[config.mk]
export PLATFORM = sky130hd
export DESIGN_NAME = triword_instruction_decoder
export DESIGN_NICKNAME = d
export VERILOG_FILES = /design/src/tid_pkg.sv /design/src/triword_instruction_decoder.sv /design/src/tid_decode.sv
export SDC_FILE = /design/constraint.sdc
export NUM_CORES = 1
export LEC_CHECK = 0
export CAP_MARGIN = 20
export CORE_MARGIN = 4
export CORE_UTILIZATION = 45
export CTS_BUF_LIST = sky130_fd_sc_hd__clkbuf_8
export DETAILED_ROUTE_END_ITERATION = 10
export DONT_BUFFER_PORTS = 1
export PLACE_DENSITY_LB_ADDON = 0.05
export SYNTH_ARGS = -nofsm -noshare
export SYNTH_HDL_FRONTEND = slang
export SYNTH_SLANG_ARGS = --single-unit
[constraint.sdc]
create_clock -name clk -period 6.4 [get_ports clk]
set_input_delay 1.28 -clock clk [delete_from_list [all_inputs] [get_ports clk]]
set_output_delay 1.28 -clock clk [all_outputs]
set_load 0.02 [all_outputs]
[src/tid_pkg.sv]
// ----------------------------------------------------------------------------
// Three-word instruction decoder package
// Shared codes, field widths and the decoded result structure.
// ----------------------------------------------------------------------------
package tid_pkg;

    localparam int WORD_W = 16;
    localparam int ADDR_W = 48;
    localparam int IMM_W  = 32;

    localparam logic [1:0] ST_OK      = 2'd0;
    localparam logic [1:0] ST_BAD_SUB = 2'd1;
    localparam logic [1:0] ST_BAD_GRP = 2'd2;

    localparam logic [4:0] NM_LEAB    = 5'd0;
    localparam logic [4:0] NM_MOVB    = 5'd1;
    localparam logic [4:0] NM_LEAW    = 5'd2;
    localparam logic [4:0] NM_MOVW    = 5'd3;
    localparam logic [4:0] NM_LEAD    = 5'd4;
    localparam logic [4:0] NM_MOVL    = 5'd5;
    localparam logic [4:0] NM_LEAQ    = 5'd6;
    localparam logic [4:0] NM_MOVQ    = 5'd7;
    localparam logic [4:0] NM_MOVUB   = 5'd8;
    localparam logic [4:0] NM_MOVUW   = 5'd9;
    localparam logic [4:0] NM_MOVUL   = 5'd10;
    localparam logic [4:0] NM_MOVDL   = 5'd11;
    localparam logic [4:0] NM_ADD     = 5'd12;
    localparam logic [4:0] NM_SUB     = 5'd13;
    localparam logic [4:0] NM_MULS    = 5'd14;
    localparam logic [4:0] NM_AND     = 5'd15;
    localparam logic [4:0] NM_OR      = 5'd16;
    localparam logic [4:0] NM_XOR     = 5'd17;
    localparam logic [4:0] NM_TST     = 5'd18;
    localparam logic [4:0] NM_TSTQ    = 5'd19;
    localparam logic [4:0] NM_CMPEQ   = 5'd20;
    localparam logic [4:0] NM_CMPQEQ  = 5'd21;
    localparam logic [4:0] NM_CMPHI   = 5'd22;
    localparam logic [4:0] NM_CMPQHI  = 5'd23;
    localparam logic [4:0] NM_CMPGT   = 5'd24;
    localparam logic [4:0] NM_CMPQGT  = 5'd25;
    localparam logic [4:0] NM_LDIZ    = 5'd26;
    localparam logic [4:0] NM_LDIN    = 5'd27;
    localparam logic [4:0] NM_LDISH32 = 5'd28;
    localparam logic [4:0] NM_MOV     = 5'd29;

    localparam logic [3:0] FM_LDREGDISPREG = 4'd0;
    localparam logic [3:0] FM_REGSTREGDISP = 4'd1;
    localparam logic [3:0] FM_REGIMMREG    = 4'd2;
    localparam logic [3:0] FM_IMMREG       = 4'd3;
    localparam logic [3:0] FM_IMM          = 4'd4;
    localparam logic [3:0] FM_REGSTPCDISP  = 4'd5;
    localparam logic [3:0] FM_LDPCDISPREG  = 4'd6;
    localparam logic [3:0] FM_IMMZREG      = 4'd7;
    localparam logic [3:0] FM_IMMNREG      = 4'd8;

    localparam logic [5:0] REG_PC = 6'd32;

    localparam logic [1:0] PM_NONE  = 2'd0;
    localparam logic [1:0] PM_TRUE  = 2'd1;
    localparam logic [1:0] PM_FALSE = 2'd2;

    typedef struct packed {
        logic [1:0]       status;
        logic [4:0]       mnemonic;
        logic [3:0]       operand_form;
        logic [4:0]       dest_reg;
        logic [5:0]       src_reg;
        logic [IMM_W-1:0] immediate;
        logic [1:0]       predicate_mode;
    } dec_result_t;

    function automatic logic [4:0] size_plain(input logic [1:0] idx);
        logic [4:0] nm;
        unique case (idx)
            2'd0: nm = NM_MOVB;
            2'd1: nm = NM_MOVW;
            2'd2: nm = NM_MOVL;
            default: nm = NM_MOVQ;
        endcase
        return nm;
    endfunction

    function automatic logic [4:0] size_lea(input logic [1:0] idx);
        logic [4:0] nm;
        unique case (idx)
            2'd0: nm = NM_LEAB;
            2'd1: nm = NM_LEAW;
            2'd2: nm = NM_LEAD;
            default: nm = NM_LEAQ;
        endcase
        return nm;
    endfunction

    function automatic logic [4:0] size_unsig(input logic [1:0] idx);
        logic [4:0] nm;
        unique case (idx)
            2'd0: nm = NM_MOVUB;
            2'd1: nm = NM_MOVUW;
            2'd2: nm = NM_MOVUL;
            default: nm = NM_MOVDL;
        endcase
        return nm;
    endfunction

endpackage

[src/triword_instruction_decoder.sv]
// ----------------------------------------------------------------------------
// Three-word instruction decoder
// Decodes a 48-bit instruction into operation, operand form, registers and
// an extended immediate.
// ----------------------------------------------------------------------------
// A request is presented on word_one, word_two, word_three, fetch_address
// and predicated together with start, and is taken at a clock edge where
// start is high and busy is low. The block never stalls, so busy stays low
// and a new request may follow in every cycle.
// Each request is captured in an input register, decoded by shallow field
// logic and captured in a result register. The result appears in the result
// register with done high for exactly one cycle, and results leave in request
// order at one per cycle.
// The receiver cannot hold results off; it must take each one while done
// is high.
// The swap_store_fields register is written through cfg_write and cfg_data
// and should change only while no request is in flight.
// Reset clears the register and all valid flags; no request is in flight
// after reset.
// ----------------------------------------------------------------------------
module triword_instruction_decoder (
    input  logic                       clk,
    input  logic                       rst_n,
    input  logic                       start,
    output logic                       busy,
    input  logic [tid_pkg::WORD_W-1:0] word_one,
    input  logic [tid_pkg::WORD_W-1:0] word_two,
    input  logic [tid_pkg::WORD_W-1:0] word_three,
    input  logic [tid_pkg::ADDR_W-1:0] fetch_address,
    input  logic                       predicated,
    input  logic                       cfg_write,
    input  logic                       cfg_data,
    output logic                       done,
    output logic [1:0]                 status,
    output logic [4:0]                 mnemonic,
    output logic [3:0]                 operand_form,
    output logic [4:0]                 dest_reg,
    output logic [5:0]                 src_reg,
    output logic signed [tid_pkg::IMM_W-1:0] immediate,
    output logic [1:0]                 predicate_mode,
    output logic [tid_pkg::ADDR_W-1:0] address_out
);
    import tid_pkg::*;

    logic              swap_reg;
    logic              in_valid_reg;
    logic [WORD_W-1:0] w1_reg;
    logic [WORD_W-1:0] w2_reg;
    logic [WORD_W-1:0] w3_reg;
    logic [ADDR_W-1:0] addr_in_reg;
    logic              pred_reg;
    logic              done_reg;
    dec_result_t       dec;
    dec_result_t       res_reg;
    logic [ADDR_W-1:0] addr_out_reg;
    logic              accept;

    assign busy   = 1'b0;
    assign accept = start && !busy;

    always_ff @(posedge clk or negedge rst_n)
    begin
        if (!rst_n)
        begin
            swap_reg     <= 1'b0;
            in_valid_reg <= 1'b0;
            done_reg     <= 1'b0;
        end
        else
        begin
            if (cfg_write)
            begin
                swap_reg <= cfg_data;
            end
            in_valid_reg <= accept;
            done_reg     <= in_valid_reg;
        end
    end

    always_ff @(posedge clk)
    begin
        if (accept)
        begin
            w1_reg      <= word_one;
            w2_reg      <= word_two;
            w3_reg      <= word_three;
            addr_in_reg <= fetch_address;
            pred_reg    <= predicated;
        end
        if (in_valid_reg)
        begin
            res_reg      <= dec;
            addr_out_reg <= addr_in_reg;
        end
    end

    tid_decode u_decode (
        .word_one          (w1_reg),
        .word_two          (w2_reg),
        .word_three        (w3_reg),
        .predicated        (pred_reg),
        .swap_store_fields (swap_reg),
        .result            (dec)
    );

    assign done           = done_reg;
    assign status         = res_reg.status;
    assign mnemonic       = res_reg.mnemonic;
    assign operand_form   = res_reg.operand_form;
    assign dest_reg       = res_reg.dest_reg;
    assign src_reg        = res_reg.src_reg;
    assign immediate      = $signed(res_reg.immediate);
    assign predicate_mode = res_reg.predicate_mode;
    assign address_out    = addr_out_reg;

    a_done_follows_request: assert property (@(posedge clk) disable iff (!rst_n)
        accept |=> ##1 done)
        else $error("request did not produce a result two cycles later");

    a_fail_clears_fields: assert property (@(posedge clk) disable iff (!rst_n)
        done && status != ST_OK |-> mnemonic == 5'd0 && operand_form == 4'd0
            && dest_reg == 5'd0 && src_reg == 6'd0 && immediate == 32'sd0)
        else $error("failed decode left result fields set");

    a_pc_base_form: assert property (@(posedge clk) disable iff (!rst_n)
        done && src_reg == REG_PC |-> status == ST_OK
            && (operand_form == FM_REGSTPCDISP || operand_form == FM_LDPCDISPREG))
        else $error("program counter base with a non PC-relative form");

    a_no_spurious_done: assert property (@(posedge clk) disable iff (!rst_n)
        done |-> $past(accept, 2))
        else $error("result strobe without a matching request");

endmodule

[src/tid_decode.sv]
// ----------------------------------------------------------------------------
// Instruction field decoder
// Combinational decode of one registered three-word instruction.
// ----------------------------------------------------------------------------
module tid_decode (
    input  logic [tid_pkg::WORD_W-1:0] word_one,
    input  logic [tid_pkg::WORD_W-1:0] word_two,
    input  logic [tid_pkg::WORD_W-1:0] word_three,
    input  logic                       predicated,
    input  logic                       swap_store_fields,
    output tid_pkg::dec_result_t       result
);
    import tid_pkg::*;

    logic              swap_hit;
    logic [WORD_W-1:0] w1;
    logic [WORD_W-1:0] w2;
    logic [WORD_W-1:0] w3;
    logic [4:0]        rn_d;
    logic [4:0]        rm_d;
    logic [4:0]        rd_short;
    logic [IMM_W-1:0]  imm32;
    logic [IMM_W-1:0]  imm24;
    logic [IMM_W-1:0]  d17s;
    logic [IMM_W-1:0]  d17u;
    logic              eq;
    logic [3:0]        sub;
    logic [3:0]        pc_op;
    logic [3:0]        alu_code;
    dec_result_t       raw;

    assign swap_hit = swap_store_fields && (word_one[15:3] == 13'h1F80)
                      && (word_two[15:11] == 5'd0);
    assign w1 = swap_hit ? {word_one[15:3], word_one[1], word_one[2], word_one[0]} : word_one;
    assign w2 = swap_hit ? {word_two[15:8], word_two[3:0], word_two[7:4]} : word_two;
    assign w3 = word_three;

    assign rn_d     = {w1[2], w2[7:4]};
    assign rm_d     = {w1[1], w2[3:0]};
    assign rd_short = {w1[8], w1[3:0]};
    assign imm32    = {w3, w2};
    assign imm24    = {{8{w2[7]}}, w2[7:0], w3};
    assign d17s     = {{16{w1[0]}}, w3};
    assign d17u     = {15'd0, w1[0], w3};
    assign eq       = w1[3];
    assign sub      = w2[11:8];
    assign pc_op    = w2[15:12];
    assign alu_code = w2[3:0];

    always_comb
    begin
        raw = '0;
        raw.status = ST_OK;
        unique case (w1[7:4])
            4'h0:
            begin
                raw.dest_reg  = rn_d;
                raw.src_reg   = {1'b0, rm_d};
                raw.immediate = d17s;
                if (w2[15:12] == 4'd0)
                begin
                    priority if (sub[3:2] == 2'b00)
                    begin
                        raw.mnemonic     = eq ? size_lea(sub[1:0]) : size_plain(sub[1:0]);
                        raw.operand_form = eq ? FM_LDREGDISPREG : FM_REGSTREGDISP;
                    end
                    else if (sub[3:2] == 2'b10)
                    begin
                        raw.mnemonic     = eq ? size_unsig(sub[1:0]) : size_plain(sub[1:0]);
                        raw.operand_form = FM_LDREGDISPREG;
                    end
                    else
                    begin
                        raw.status = ST_BAD_SUB;
                    end
                end
                else if (w2[15:12] == 4'd1)
                begin
                    priority if (sub[3] == 1'b0)
                    begin
                        raw.operand_form = FM_REGIMMREG;
                        if (sub[1:0] == 2'd0 || sub[2] == 1'b0 && sub[1:0] != 2'd3)
                        begin
                            if (sub[2:1] == 2'b00)
                            begin
                                raw.immediate = d17u;
                            end
                        end
                        unique case (sub[2:0])
                            3'd0: raw.mnemonic = NM_ADD;
                            3'd1: raw.mnemonic = NM_SUB;
                            3'd2: raw.mnemonic = NM_MULS;
                            3'd5: raw.mnemonic = NM_AND;
                            3'd6: raw.mnemonic = NM_OR;
                            3'd7: raw.mnemonic = NM_XOR;
                            default: raw.status = ST_BAD_SUB;
                        endcase
                        if (!eq)
                        begin
                            raw.status = ST_BAD_SUB;
                        end
                    end
                    else if (sub == 4'd9)
                    begin
                        raw.operand_form = FM_IMMREG;
                        unique case (alu_code)
                            4'h4: raw.mnemonic = eq ? NM_TSTQ : NM_TST;
                            4'hC: raw.mnemonic = eq ? NM_CMPQEQ : NM_CMPEQ;
                            4'hD: raw.mnemonic = eq ? NM_CMPQHI : NM_CMPHI;
                            4'hE: raw.mnemonic = eq ? NM_CMPQGT : NM_CMPGT;
                            default: raw.status = ST_BAD_SUB;
                        endcase
                    end
                    else
                    begin
                        raw.status = ST_BAD_SUB;
                    end
                end
                else
                begin
                    raw.status = ST_BAD_SUB;
                end
            end
            4'h2:
            begin
                priority if (w1[3:0] == 4'd4 || w1[3:0] == 4'd5 || w1[3:0] == 4'd6)
                begin
                    raw.immediate    = imm32;
                    raw.operand_form = FM_IMM;
                    unique case (w1[1:0])
                        2'd0: raw.mnemonic = NM_LDIZ;
                        2'd1: raw.mnemonic = NM_LDIN;
                        default: raw.mnemonic = NM_LDISH32;
                    endcase
                end
                else if (w1[3:0] == 4'd7)
                begin
                    raw.dest_reg  = {w1[8], w2[11:8]};
                    raw.src_reg   = REG_PC;
                    raw.immediate = imm24;
                    priority if (pc_op[3:2] == 2'b00)
                    begin
                        raw.mnemonic     = size_plain(pc_op[1:0]);
                        raw.operand_form = FM_REGSTPCDISP;
                    end
                    else if (pc_op == 4'd4)
                    begin
                        raw.mnemonic     = NM_LEAB;
                        raw.operand_form = FM_LDPCDISPREG;
                    end
                    else if (pc_op[3:2] == 2'b10)
                    begin
                        raw.mnemonic     = size_plain(pc_op[1:0]);
                        raw.operand_form = FM_LDPCDISPREG;
                    end
                    else if (pc_op[3:2] == 2'b11 && pc_op[1:0] != 2'd3)
                    begin
                        raw.mnemonic     = size_unsig(pc_op[1:0]);
                        raw.operand_form = FM_LDPCDISPREG;
                    end
                    else
                    begin
                        raw.status = ST_BAD_SUB;
                    end
                end
                else
                begin
                    raw.status = ST_BAD_SUB;
                end
            end
            4'hC:
            begin
                raw.mnemonic     = NM_ADD;
                raw.operand_form = FM_IMMREG;
                raw.dest_reg     = rd_short;
                raw.immediate    = imm32;
            end
            4'hD:
            begin
                raw.mnemonic     = NM_LDISH32;
                raw.operand_form = FM_IMMREG;
                raw.dest_reg     = rd_short;
                raw.immediate    = imm32;
            end
            4'hE:
            begin
                raw.mnemonic     = NM_MOV;
                raw.operand_form = FM_IMMZREG;
                raw.dest_reg     = rd_short;
                raw.immediate    = imm32;
            end
            4'hF:
            begin
                raw.mnemonic     = NM_MOV;
                raw.operand_form = FM_IMMNREG;
                raw.dest_reg     = rd_short;
                raw.immediate    = imm32;
            end
            default:
            begin
                raw.status = ST_BAD_GRP;
            end
        endcase
    end

    always_comb
    begin
        result = '0;
        result.status = raw.status;
        if (raw.status == ST_OK)
        begin
            result = raw;
        end
        priority if (!predicated)
        begin
            result.predicate_mode = PM_NONE;
        end
        else if (w1[9])
        begin
            result.predicate_mode = PM_FALSE;
        end
        else
        begin
            result.predicate_mode = PM_TRUE;
        end
    end

endmodule
==> Yosys cells after proc, flatten, opt, wreduce, memory -nomap -nowiden <==
Cells that the tools add are included.
{ "word_totals": {"regBits": 204, "output_inout_bits": 106} }
{ "op_classes": {"n_bitwise": 1, "mux": 54, "n_reduce_logical": 21, "eq_ne": 32} }
{ "op_table": {"columns": ["op", "count"], "rows": [
  ["$mux 32", 6],
  ["$pmux 32 s3", 1],
  ["$pmux 14 s6", 1],
  ["$mux 9", 8],
  ["$mux 52", 1],
  ["$mux 11", 3],
  ["$eq 4x4->1 const B", 8],
  ["$pmux 5 s6", 1],
  ["$pmux 3 s3", 3],
  ["$eq 4x3->1 const B", 6],
  ["$pmux 5 s4", 1],
  ["$pmux 2 s3", 3],
  ["$mux 2", 8],
  ["$mux 8", 2],
  ["$logic_not 2->1", 7],
  ["$eq 13x13->1 const B", 1],
  ["$pmux 6 s2", 1],
  ["$mux 1", 11],
  ["$eq 2x2->1 const B", 5],
  ["$eq 3x3->1 const B", 3],
  ["$logic_not 4->1", 2],
  ["$reduce_or 4->1", 2],
  ["$eq 2x1->1 const B", 3],
  ["$mux 3", 2],
  ["13 further kinds", 19]
]} }

==> Logic depth before layout (Yosys ltp) <==
{ "depth": {"depth_word": 13, "ltp_mapped": 7} }

==> Hierarchy <==
From an unflattened synthesis, not the netlist that was laid out.
{ "hier_totals": {"hier_cells": 487, "area_unflattened_um2": 7805.0} }
{ "by_module_without_submodules": {"columns": ["module", "cells_per_inst", "seq_area_each_um2", "n_inst", "area_each_um2"], "rows": [
  ["triword_instruction_decoder", 207, 6110.9, 1, 6137.1],
  ["tid_decode", 280, 0.0, 1, 1667.8]
]} }

==> Least setup slack after synthesis <==
OpenSTA, ideal clock, no wires.
{ "synth_path": {"path_type": "flip-flop to flip-flop", "startpoint": "register in_valid_reg", "endpoint": "register addr_out_reg[0], in the netlist address_out[0], enable pin", "setup_time_ps": 463, "path_stages_with_launch": 1, "required_time_ps": 5937, "slack_ps": 3527, "arrival_ps": 2410, "cell_sequence": "dfrtp_1"} }
{ "synth_lines": {"columns": ["item", "line", "text"], "rows": [
  ["from (decl)", "triword_instruction_decoder.sv:46", "logic in_valid_reg;"],
  ["from (signal assigned)", "triword_instruction_decoder.sv:75", "in_valid_reg <= accept;"],
  ["to (signal assigned)", "triword_instruction_decoder.sv:93", "addr_out_reg <= addr_in_reg;"],
  ["to (decl)", "triword_instruction_decoder.sv:55", "logic [ADDR_W-1:0] addr_out_reg;"]
]} }
No word-level cell between the ends.

==> Worst setup path after layout <==
{ "layout_path": {"startpoint": "register w1_reg[4]", "endpoint": "register res_reg, in the netlist dest_reg[3], data pin"} }
{ "layout_via": {"elab_chain_cells": 13, "elab_cells_between_ends": 35} }
{ "layout_rtl": {"columns": ["item", "line", "text"], "rows": [
  ["from (decl)", "triword_instruction_decoder.sv:47", "logic [WORD_W-1:0] w1_reg;"],
  ["from (signal assigned)", "triword_instruction_decoder.sv:84", "w1_reg <= word_one;"],
  ["$eq 13x13->1", "tid_decode.sv:32", "assign swap_hit = swap_store_fields && (word_one[15:3] == 13'h1F80)"],
  ["$logic_and 1x1->1", "tid_decode.sv:32", null],
  ["$logic_and 1x1->1", "tid_decode.sv:33", "&& (word_two[15:11] == 5'd0);"],
  ["$mux 8", "tid_decode.sv:35", "assign w2 = swap_hit ? {word_two[15:8], word_two[3:0], word_two[7:4]} : word_two;"],
  ["$eq 4x3->1 or $eq 4x4->1 (tied branches)", "tid_decode.sv:106", "unique case (alu_code)"],
  ["$reduce_or 4->1 (no source line)", null, null],
  ["$mux 1", "tid_decode.sv:106", null],
  ["$mux 2", "tid_decode.sv:103", "else if (sub == 4'd9)"],
  ["$mux 11", "tid_decode.sv:79", "priority if (sub[3] == 1'b0)"],
  ["$mux 2", "tid_decode.sv:77", "else if (w2[15:12] == 4'd1)"],
  ["$mux 11", "tid_decode.sv:60", "if (w2[15:12] == 4'd0)"],
  ["$pmux 2 s3", "tid_decode.sv:54", "unique case (w1[7:4])"],
  ["$logic_not 2->1", "tid_decode.sv:210", "if (raw.status == ST_OK)"],
  ["to (signal assigned)", "triword_instruction_decoder.sv:92", "res_reg <= dec;"],
  ["to (decl)", "triword_instruction_decoder.sv:54", "dec_result_t res_reg;"]
]} }
Parallel ways exist; a longest one is shown, timed or not.
A chain may end at the register's enable or synchronous reset.

==> reports/qor.csv <==
metric;value;unit
nNetsFinal;602;
yosysTopAreaCell;edfxtp_1;
grt_max_degree;99;
p_leak;2.82;nW
dr.pass1.iters;4;
synth_cell_type_count;66;
muxShareOfSynthArea;0.540;%
layout-drive-gt1-share;14.7;%
setup_violations;0;
gr-total-overflow;0;
start_util;45.7;%
path_max_fanout;30;
worstPathArrival;3.45;ns
clock-sinks;204;
cts_buffer_depth;3;
numCtsBuffers;35;
ys_ff_latch;204;
crit_start;w1_reg[4];
fp.dieArea;19700;um^2
start_kind;flop;
worst_setup_path_end_kind;flop;
slew-limit-headroom;39.6;%
synth_top_area_share;76.5;%
num_vias;4253;
clock_skew;0.0173;ns
rsz0062_at_grt;no;
drc;0;
whs_path_depth;0;
p_per_area;329;nW/um^2
synth_area_per_cell;16.2;um^2
die-width;140;um
synthXorXnorAreaFrac;0.111;%
drt_wl_total;17000;um
slew_violations;0;
syn_to_final_growth;9.52;%
dpl_cell_area;8060;um^2
worstPathRequired;6.63;ns
syn_inst;486;
row_count;48;
synth_edf_count;201;
wl_per_cell;22.9;um
r2r_slack;3.19;ns
cts_resized;0;
postCtsHoldBufs;0;
r2r-end;dest_reg[3];
r2r_cells;5;
dp_hpwl;11000;um
fp.dieH;140;um
ant_nets;0;
grt_pass1_wl;26100;um
clock.fmax;0.311;GHz
grtUsageTotal;17.0;%
async_reset_ff_share;1.47;%
synthFlopType;edfxtp_1;
min_from;addr_in_reg[33];
antenna_cells;0;
mostFrequentLayoutCells;201 x edfxtp_1, 41 x a21oi_1, 35 x clkbuf_8;
fin_crit;3.21;ns
critPathKind;reg -> reg;
cts_tree;yes;
cts-root-buf;clkbuf_8;
synth_compound_area_share;11.8;%
worstSkewPairLatency;0.51;ns
synthAdderAreaFrac;0.127;%
ys_seq_area_share;77.5;%
htree_levels;2;
whs_endpoint;address_out[33];
regToRegStartpoint;w1_reg[4];
stdcell_area;8640;um^2
worstMarginPinSlew;0.905;ns
synth_top_family_by_area;compound AO/OA/AOI/OAI gates;
max-cap-violations;0;
min_path_type;reg -> reg;
gp_congestion;0.918;
ir_drop;0.229;mV
drt-initial-drc-count;298;
clk_pin_slew_worst_paths;0.06;ns
port_buffers;0;
post_cts_buffers;0;
syn-num-nets;588;
final_common_cell;edfxtp_1;
core;17200;um^2
setup_tns;0;ns
synthSimpleGateAreaFrac;7.20;%
first_global_vias;4452;
timing.hold.ws;0.405;ns
grt_antenna_before_repair;1;
vias_per_cell;5.72;
pin_count;208;
syn-cell-area;7890;um^2
synth_warnings;0;
fin_crit_sh;50.2;%
ys_top_cells_by_area;edfxtp_1 77%, a21oi_1 2.6%, o21ai_0 1.9%;
status;finished, final reports clean;
hold_viol_final;0;
## worst max path at each step
stage / end / slack, ns
finish: dest_reg[3] / 3.19
detailed placement: dest_reg[3] / 3.23
floorplan: address_out[0] / 3.53
CTS: dest_reg[3] / 3.20
global placement: src_reg[5] / 3.33
global route: immediate[31] / 2.98
## Yosys cell counts (all sizes together), types with 5 or more instances
cell    number
edfxtp     201
a21oi       43
o21ai       31
nand2       23
inv         18
clkbuf      15
nor2        15
buf         13
nor3        12
a221oi      11
a22oi       11
nand3       11
a31oi        6
and2         5
nand4        5
o31ai        5
## worst max-delay path, stage by stage (launching register included)
cell and delay [ns]:
edfxtp_1 0.50, nor3_4 0.71, nand2b_1 0.68, o31ai_4 0.54
buf_4 0.41, a21oi_1 0.09
## layer usage
layer  wire length, um  vias up  global-route usage (%)  part of all wire [%]
met3              1820       38                    7.72                    11
met1              7020     2078                    22.2                    41
met5                 7        -                       0                 0.041
met4               410        2                    6.17                   2.4
li1                  -     1924                       -                     -
met2              7760      211                    25.2                    46
## metrics by stage
step / power, mW / worst slack, ns / std cells / util, %
6_report: 2.84 / 3.19 / 743 / 50.1
5_1_grt: 2.98 / 2.98 / 743 / 50.1
4_1_cts: 2.89 / 3.20 / 742 / 50.1
3_5_place_dp: 1.89 / 3.23 / 687 / 46.8
3_3_place_gp: 1.88 / 3.33 / 687 / 46.8
2_1_floorplan: 1.84 / 3.53 / 486 / -
## where the power goes
group	internal [mW]	switching [mW]	leakage, nW
clock network	0.505	0.475	0.318
logic	0.0396	0.0745	0.516
registers	1.60	0.145	1.99
total	2.14	0.695	2.82
## logic make-up after synthesis
group / Yosys count
AND/OR/NAND/NOR: 98
AO/OA/AOI/OAI: 131
buffers and inverters: 46
adder cells (fa/ha/maj): 1
flip-flops: 204
multiplexers: 4
other: 1
XOR/XNOR: 1
## final cells by class
cell class,count,area [um^2]
inverters,18,67.6
well taps,225,282
fillers,1475,8600
clock buffers,35,482
repair buffers,5,37.5
flip-flops and latches,204,6110
clock inverters,20,87.6
multi-input cells,236,1570
Note: power is estimated with default switching activity, not from simulation.
